$ cat src/drs_pkg.sv
// Shared constants, codes and types of the drift corrected ring resampler.
package drs_pkg;

    localparam int RING_FRAMES_DEF = 8192;
    localparam int MAX_BLOCK_DEF   = 64;
    localparam int SAMPLE_BITS_DEF = 24;

    localparam int POS_W  = 48;
    localparam int FRAC_W = 32;
    localparam int LAT_W  = 12;
    localparam int CNT_W  = 7;
    localparam int ST_W   = 3;
    localparam int TOT_W  = 32;
    localparam int STEP_W = FRAC_W + 1;
    localparam int RPROD_W = STEP_W + CNT_W;

    localparam logic [1:0] OP_PUSH  = 2'd0;
    localparam logic [1:0] OP_REQ   = 2'd1;
    localparam logic [1:0] OP_START = 2'd2;
    localparam logic [1:0] OP_STOP  = 2'd3;

    localparam logic [ST_W-1:0] ST_PLAY  = 3'd0;
    localparam logic [ST_W-1:0] ST_IDLEW = 3'd1;
    localparam logic [ST_W-1:0] ST_PRIME = 3'd2;
    localparam logic [ST_W-1:0] ST_OVER  = 3'd3;
    localparam logic [ST_W-1:0] ST_UNDER = 3'd4;

    localparam logic [LAT_W-1:0] LAT_MIN   = 12'd256;
    localparam logic [LAT_W-1:0] LAT_RESET = 12'd1024;
    localparam logic [FRAC_W-1:0] CORR_LIMIT = 32'd21474836;

    typedef struct packed {
        logic [1:0]       op;
        logic [CNT_W-1:0] n;
    } drs_cmd_t;

endpackage

$ cat src/drs_ifs.sv
// Handshake interfaces for the item, result and configuration channels.
interface drs_item_if #(parameter int SAMPLE_BITS = 24);
    logic                          valid;
    logic                          ready;
    logic [1:0]                    operation;
    logic signed [SAMPLE_BITS-1:0] left_in;
    logic signed [SAMPLE_BITS-1:0] right_in;
    logic [6:0]                    frame_count;
    modport source (output valid, operation, left_in, right_in, frame_count, input ready);
    modport sink (input valid, operation, left_in, right_in, frame_count, output ready);
endinterface


$ cat src/drs_front.sv
// Front part: accepts words, classifies them and queues them for the back part.
module drs_front
    import drs_pkg::*;
#(
    parameter int MAX_BLOCK   = MAX_BLOCK_DEF,
    parameter int SAMPLE_BITS = SAMPLE_BITS_DEF
)
(
    input  logic                   clk,
    input  logic                   rst_n,
    drs_item_if.sink               items,
    output logic                   q_valid,
    input  logic                   q_ready,
    output drs_cmd_t               q_cmd,
    output logic [SAMPLE_BITS-1:0] q_left,
    output logic [SAMPLE_BITS-1:0] q_right
);

    localparam int DEPTH = 4;
    localparam int PW    = 2;
    localparam int EW    = $bits(drs_cmd_t) + 2 * SAMPLE_BITS;

    logic [EW-1:0] queue_reg [DEPTH];
    logic [PW-1:0] wr_ptr_reg, rd_ptr_reg;
    logic [PW:0]   count_reg;
    drs_cmd_t      cmd;
    logic          push, pop, keep;

    always_comb
    begin
        cmd.op = items.operation;
        cmd.n  = (items.frame_count > CNT_W'(MAX_BLOCK)) ? CNT_W'(MAX_BLOCK) : items.frame_count;
    end

    // A request for zero frames does nothing, so it is not queued.
    assign keep    = !(items.operation == OP_REQ && items.frame_count == '0);
    assign items.ready = (count_reg != (PW+1)'(DEPTH));
    assign push    = items.valid && items.ready && keep;
    assign q_valid = (count_reg != '0);
    assign pop     = q_valid && q_ready;
    assign {q_cmd, q_left, q_right} = queue_reg[rd_ptr_reg];

    always_ff @(posedge clk)
    begin
        if (push)
        begin
            queue_reg[wr_ptr_reg] <= {cmd, items.left_in, items.right_in};
        end
    end

    always_ff @(posedge clk or negedge rst_n)
    begin
        if (!rst_n)
        begin
            wr_ptr_reg <= '0;
            rd_ptr_reg <= '0;
            count_reg  <= '0;
        end
        else
        begin
            if (push)
            begin
                wr_ptr_reg <= wr_ptr_reg + 1'b1;
            end
            if (pop)
            begin
                rd_ptr_reg <= rd_ptr_reg + 1'b1;
            end
            count_reg <= count_reg + (PW+1)'(push) - (PW+1)'(pop);
        end
    end

endmodule

$ cat src/flat_wrapper.sv
// flat-port wrapper written by rule: the top's interface ports become plain ports
module drs_front_flat import drs_pkg::*;
#(
    parameter int MAX_BLOCK   = MAX_BLOCK_DEF,
    parameter int SAMPLE_BITS = SAMPLE_BITS_DEF
)
  (clk, rst_n, q_valid, q_ready, q_cmd, q_left, q_right, items_valid, items_operation, items_left_in, items_right_in, items_frame_count, items_ready);
  drs_item_if #(.SAMPLE_BITS(SAMPLE_BITS)) items_i ();
  input  logic clk;
  input  logic rst_n;
  output logic q_valid;
  input  logic q_ready;
  output drs_cmd_t q_cmd;
  output logic [SAMPLE_BITS-1:0] q_left;
  output logic [SAMPLE_BITS-1:0] q_right;
  input wire logic [$bits(items_i.valid)-1:0] items_valid;
  input wire logic [$bits(items_i.operation)-1:0] items_operation;
  input wire logic [$bits(items_i.left_in)-1:0] items_left_in;
  input wire logic [$bits(items_i.right_in)-1:0] items_right_in;
  input wire logic [$bits(items_i.frame_count)-1:0] items_frame_count;
  output wire logic [$bits(items_i.ready)-1:0] items_ready;
  assign items_i.valid = items_valid;
  assign items_i.operation = items_operation;
  assign items_i.left_in = items_left_in;
  assign items_i.right_in = items_right_in;
  assign items_i.frame_count = items_frame_count;
  assign items_ready = items_i.ready;
  drs_front #(.MAX_BLOCK(MAX_BLOCK), .SAMPLE_BITS(SAMPLE_BITS)) u_core (.clk(clk), .rst_n(rst_n), .items(items_i), .q_valid(q_valid), .q_ready(q_ready), .q_cmd(q_cmd), .q_left(q_left), .q_right(q_right));
endmodule
$ cat config.mk
export PLATFORM = sky130hd
export DESIGN_NAME = drs_front_flat
export DESIGN_NICKNAME = d
export VERILOG_FILES = /design/src/drs_pkg.sv /design/src/drs_ifs.sv /design/src/drs_front.sv /design/src/flat_wrapper.sv
export SDC_FILE = /design/constraint.sdc
export NUM_CORES = 1
export LEC_CHECK = 0
export BUFFER_PORTS_ARGS = -buffer_cell sky130_fd_sc_hd__buf_2
export CORE_ASPECT_RATIO = 1.5
export CORE_MARGIN = 5
export CORE_UTILIZATION = 41
export CTS_CLUSTER_SIZE = 12
export DETAILED_ROUTE_END_ITERATION = 7
export GPL_TIMING_DRIVEN = 1
export PLACE_DENSITY = 0.69
export SYNTH_ARGS = -nofsm -noshare
export SYNTH_HDL_FRONTEND = slang
export SYNTH_SLANG_ARGS = --single-unit
$ cat constraint.sdc
create_clock -name clk -period 4.45 [get_ports clk]
set_clock_uncertainty 0.2 [all_clocks]
set_input_delay 0.6675 -clock clk [delete_from_list [all_inputs] [get_ports clk]]
set_output_delay 0.6675 -clock clk [all_outputs]
set_load 0.02 [all_outputs]
==> reports/metrics.yaml <==
status:
  status: "finished clean"
run:
  cap_violations: 0
yosys:
  ys_types: 21
  synth.area.top_cells: "edfxtp_1 79%, mux4_2 15%, dfrtp_1 2.0%"
  yosys.cell_count.top_type: "edfxtp_1"
  synth_edf_count: 228
  synth_area_per_cell_um2: 25.1
  ys_warn_count: 0
  netlist_area_um2: 8690
  synth-main-ff-cell: "edfxtp_1"
  yosysTopAreaCell: "edfxtp_1"
  async_reset_ff_frac: 0.0298
  synth_common_cells: "228 x edfxtp_1, 57 x mux4_2, 8 x buf_2"
  syn_nets: 414
  synth.top_cell.area_share: 0.788
  yosysSeqAreaShare: 0.808
  netlist_instances: 346
  synth_seq_cells: 235
grt:
  grt_pass1_wl_mm: 24.5
  grt_max_degree: 59
  overflow: 0
  grt_pass1_vias: 4379
  grt_use_total: 0.131
  antenna_found_initial: 3
worst_hold_path:
  hp-class: "input port to flip-flop"
power_and_ir_drop:
  p_leak_nw: 3.51
  ir_drop_mv: 0.369
  power_density_nw_per_um2: 679
  p_total_mw: 6.98
critical_path:
  crit_path_max_fanout: 43
  rr_startpoint: "u_core.count_reg[1]$_DFF_PN0_"
  crit_start: "u_core.rd_ptr_reg[0]$_DFFE_PN0P_"
  ff2ff_path_depth: 9
  path_class: "flip-flop to primary output"
  startpoint_type: "flip-flop"
  cp-end-kind: "primary output"
  cp-endpoint: "q_left[3]"
  max_stage_delay_ns: 0.98
  cp.required_ns: 3.58
  cp_slowest_cell: "dfrtp_4"
  crit_chain: "buf_4, mux4_2, buf_2"
  r2r-end: "u_core.count_reg[2]$_DFF_PN0_"
  rrSetupSlack_ns: 1.95
  arrival_ns: 2.54
route:
  routedWlPerCell_um: 20.8
  viasPerCell: 5.10
  drtPass1Iterations: 4
  drt_first_iter_violations: 224
  routed_wl_mm: 15.8
  remaining_drc_errors: 0
  ant_nets: 0
  vias: 3875
clock_tree:
  clkSinkCount: 235
  cts_root_buf: "clkbuf_16"
  ctsResizeCount: 0
  cts_tree: "done"
  clkTransAtPathRegs_ns: 0.06
  cts_buffers: 23
  cts_max_level: 1
  post_cts_buffers: 0
  hold_buffers: 1
  clock_path_buffers: 3
  clock_latency_ns: 0.48
cells_and_area:
  fin_util: 0.490
  largest_reg_flops: 228
  nFillCells: 1726
  fin_nets: 551
  area_delta_synth_final_pct: 18.3
  drive_gt1_frac: 0.438
floorplan:
  design.portCount: 120
  start_util: 0.414
  num_rows: 65
  die_width_um: 129
  die_h_um: 188
  core-area_um2: 21000
  die_area_um2: 24300
placed_design:
  gp_congestion: 0.732
  portBuffers: 119
  dpl_worst_slack_ns: 1.46
  place_hpwl_mm: 9.90
timing:
  hold_viol_final: 0
  drv_slew: 0
  finalSetupViolCount: 0
  setup_tns_ns: 0
  relSlewSlack: 0.386
  fmax_mhz: 293
  setup_ws_ns: 1.04
  rsz0062_at_grt: "false"
  fin_crit_sh: 0.766
  worst_pin_slew_ns: 0.921
  min_period_ns: 3.41
worst max-delay path, delay by kind of cell, from the launching register on:
| kind | cells | cell delay, ns |
|---|---|---|
| buffers and inverters | 2 | 0.54 |
| muxes | 1 | 0.52 |
| DFF | 1 | 0.98 |
where the power goes:
part	leakage (nW)	total [mW]	switching, mW	internal [mW]
Clock	0.302	1.66	0.707	0.953
Sequential	2.17	3.15	0.217	2.93
Combinational	1.03	2.17	1.24	0.928
Total	3.51	6.98	2.17	4.81
kinds of logic (layout without fill, tap and decap cells):
group / Yosys count / count (layout) / synth area share
other: 0 / 1 / 0
DFF: 235 / 235 / 0.808
xor gates and xnor gates: 5 / 5 / 0.00504
adders and majority gates: 7 / 7 / 0.0109
muxes: 58 / 58 / 0.149
and+or+nand+nor: 20 / 20 / 0.0137
buffers and inverters: 21 / 166 / 0.0128
cell usage in the layout (no fill, tap or decap), types with 2 or more instances in the layout:
cell,Yosys,layout
nor2_1,3,3
buf_2,8,119
buf_12,0,4
xnor2_1,4,4
edfxtp_1,228,228
nor2b_1,6,6
clkbuf_1,1,8
and2_2,0,4
buf_4,0,3
nand2_1,2,2
clkbuf_16,0,23
ha_1,6,6
dfrtp_1,7,5
mux4_2,57,57
inv_1,6,6
layout make-up:
type / count / area, um^2 / share of cell area
well taps: 268 / 335 / 0.0326
clock inverters: 1 / 3.75 / 0.000365
diodes: 1 / 2.50 / 0.000243
flip-flops and latches: 235 / 7030 / 0.684
inverters: 6 / 22.5 / 0.00219
multi-input cells: 90 / 1560 / 0.152
clock buffers: 32 / 619 / 0.0602
repair buffers: 127 / 708 / 0.0689
metrics by stage:
step / cell area [um^2] / cells / hold WS [ns]
2_1_floorplan: 8690 / 346 / 0.172
3_3_place_gp: 9640 / 725 / 0.281
3_5_place_dp: 9640 / 725 / 0.292
4_1_cts: 10300 / 759 / 0.172
5_1_grt: 10300 / 760 / 0.173
6_report: 10300 / 760 / 0.191
layer usage:
metal,GRT usage,vias up,part of all wire
met5,0,-,0.0016
met4,0.0437,4,0.022
li1,-,1723,-
met2,0.238,93,0.56
met3,0.0272,29,0.052
met1,0.154,2026,0.36
worst min path at each step:
stage                                   endpoint                          start  cells after the start
2_1_floorplan      u_core.count_reg[0]$_DFF_PN0_                          rst_n                      0
3_3_place_gp       u_core.count_reg[2]$_DFF_PN0_  u_core.count_reg[2]$_DFF_PN0_                      1
3_5_place_dp       u_core.count_reg[2]$_DFF_PN0_  u_core.count_reg[2]$_DFF_PN0_                      1
4_1_cts         u_core.queue_reg[3][6]$_DFFE_PP_              items_right_in[6]                      1
5_1_grt        u_core.queue_reg[3][22]$_DFFE_PP_             items_right_in[22]                      1
6_report       u_core.queue_reg[0][41]$_DFFE_PP_              items_left_in[17]                      1
No activity file was read; power rests on OpenSTA's default activity.
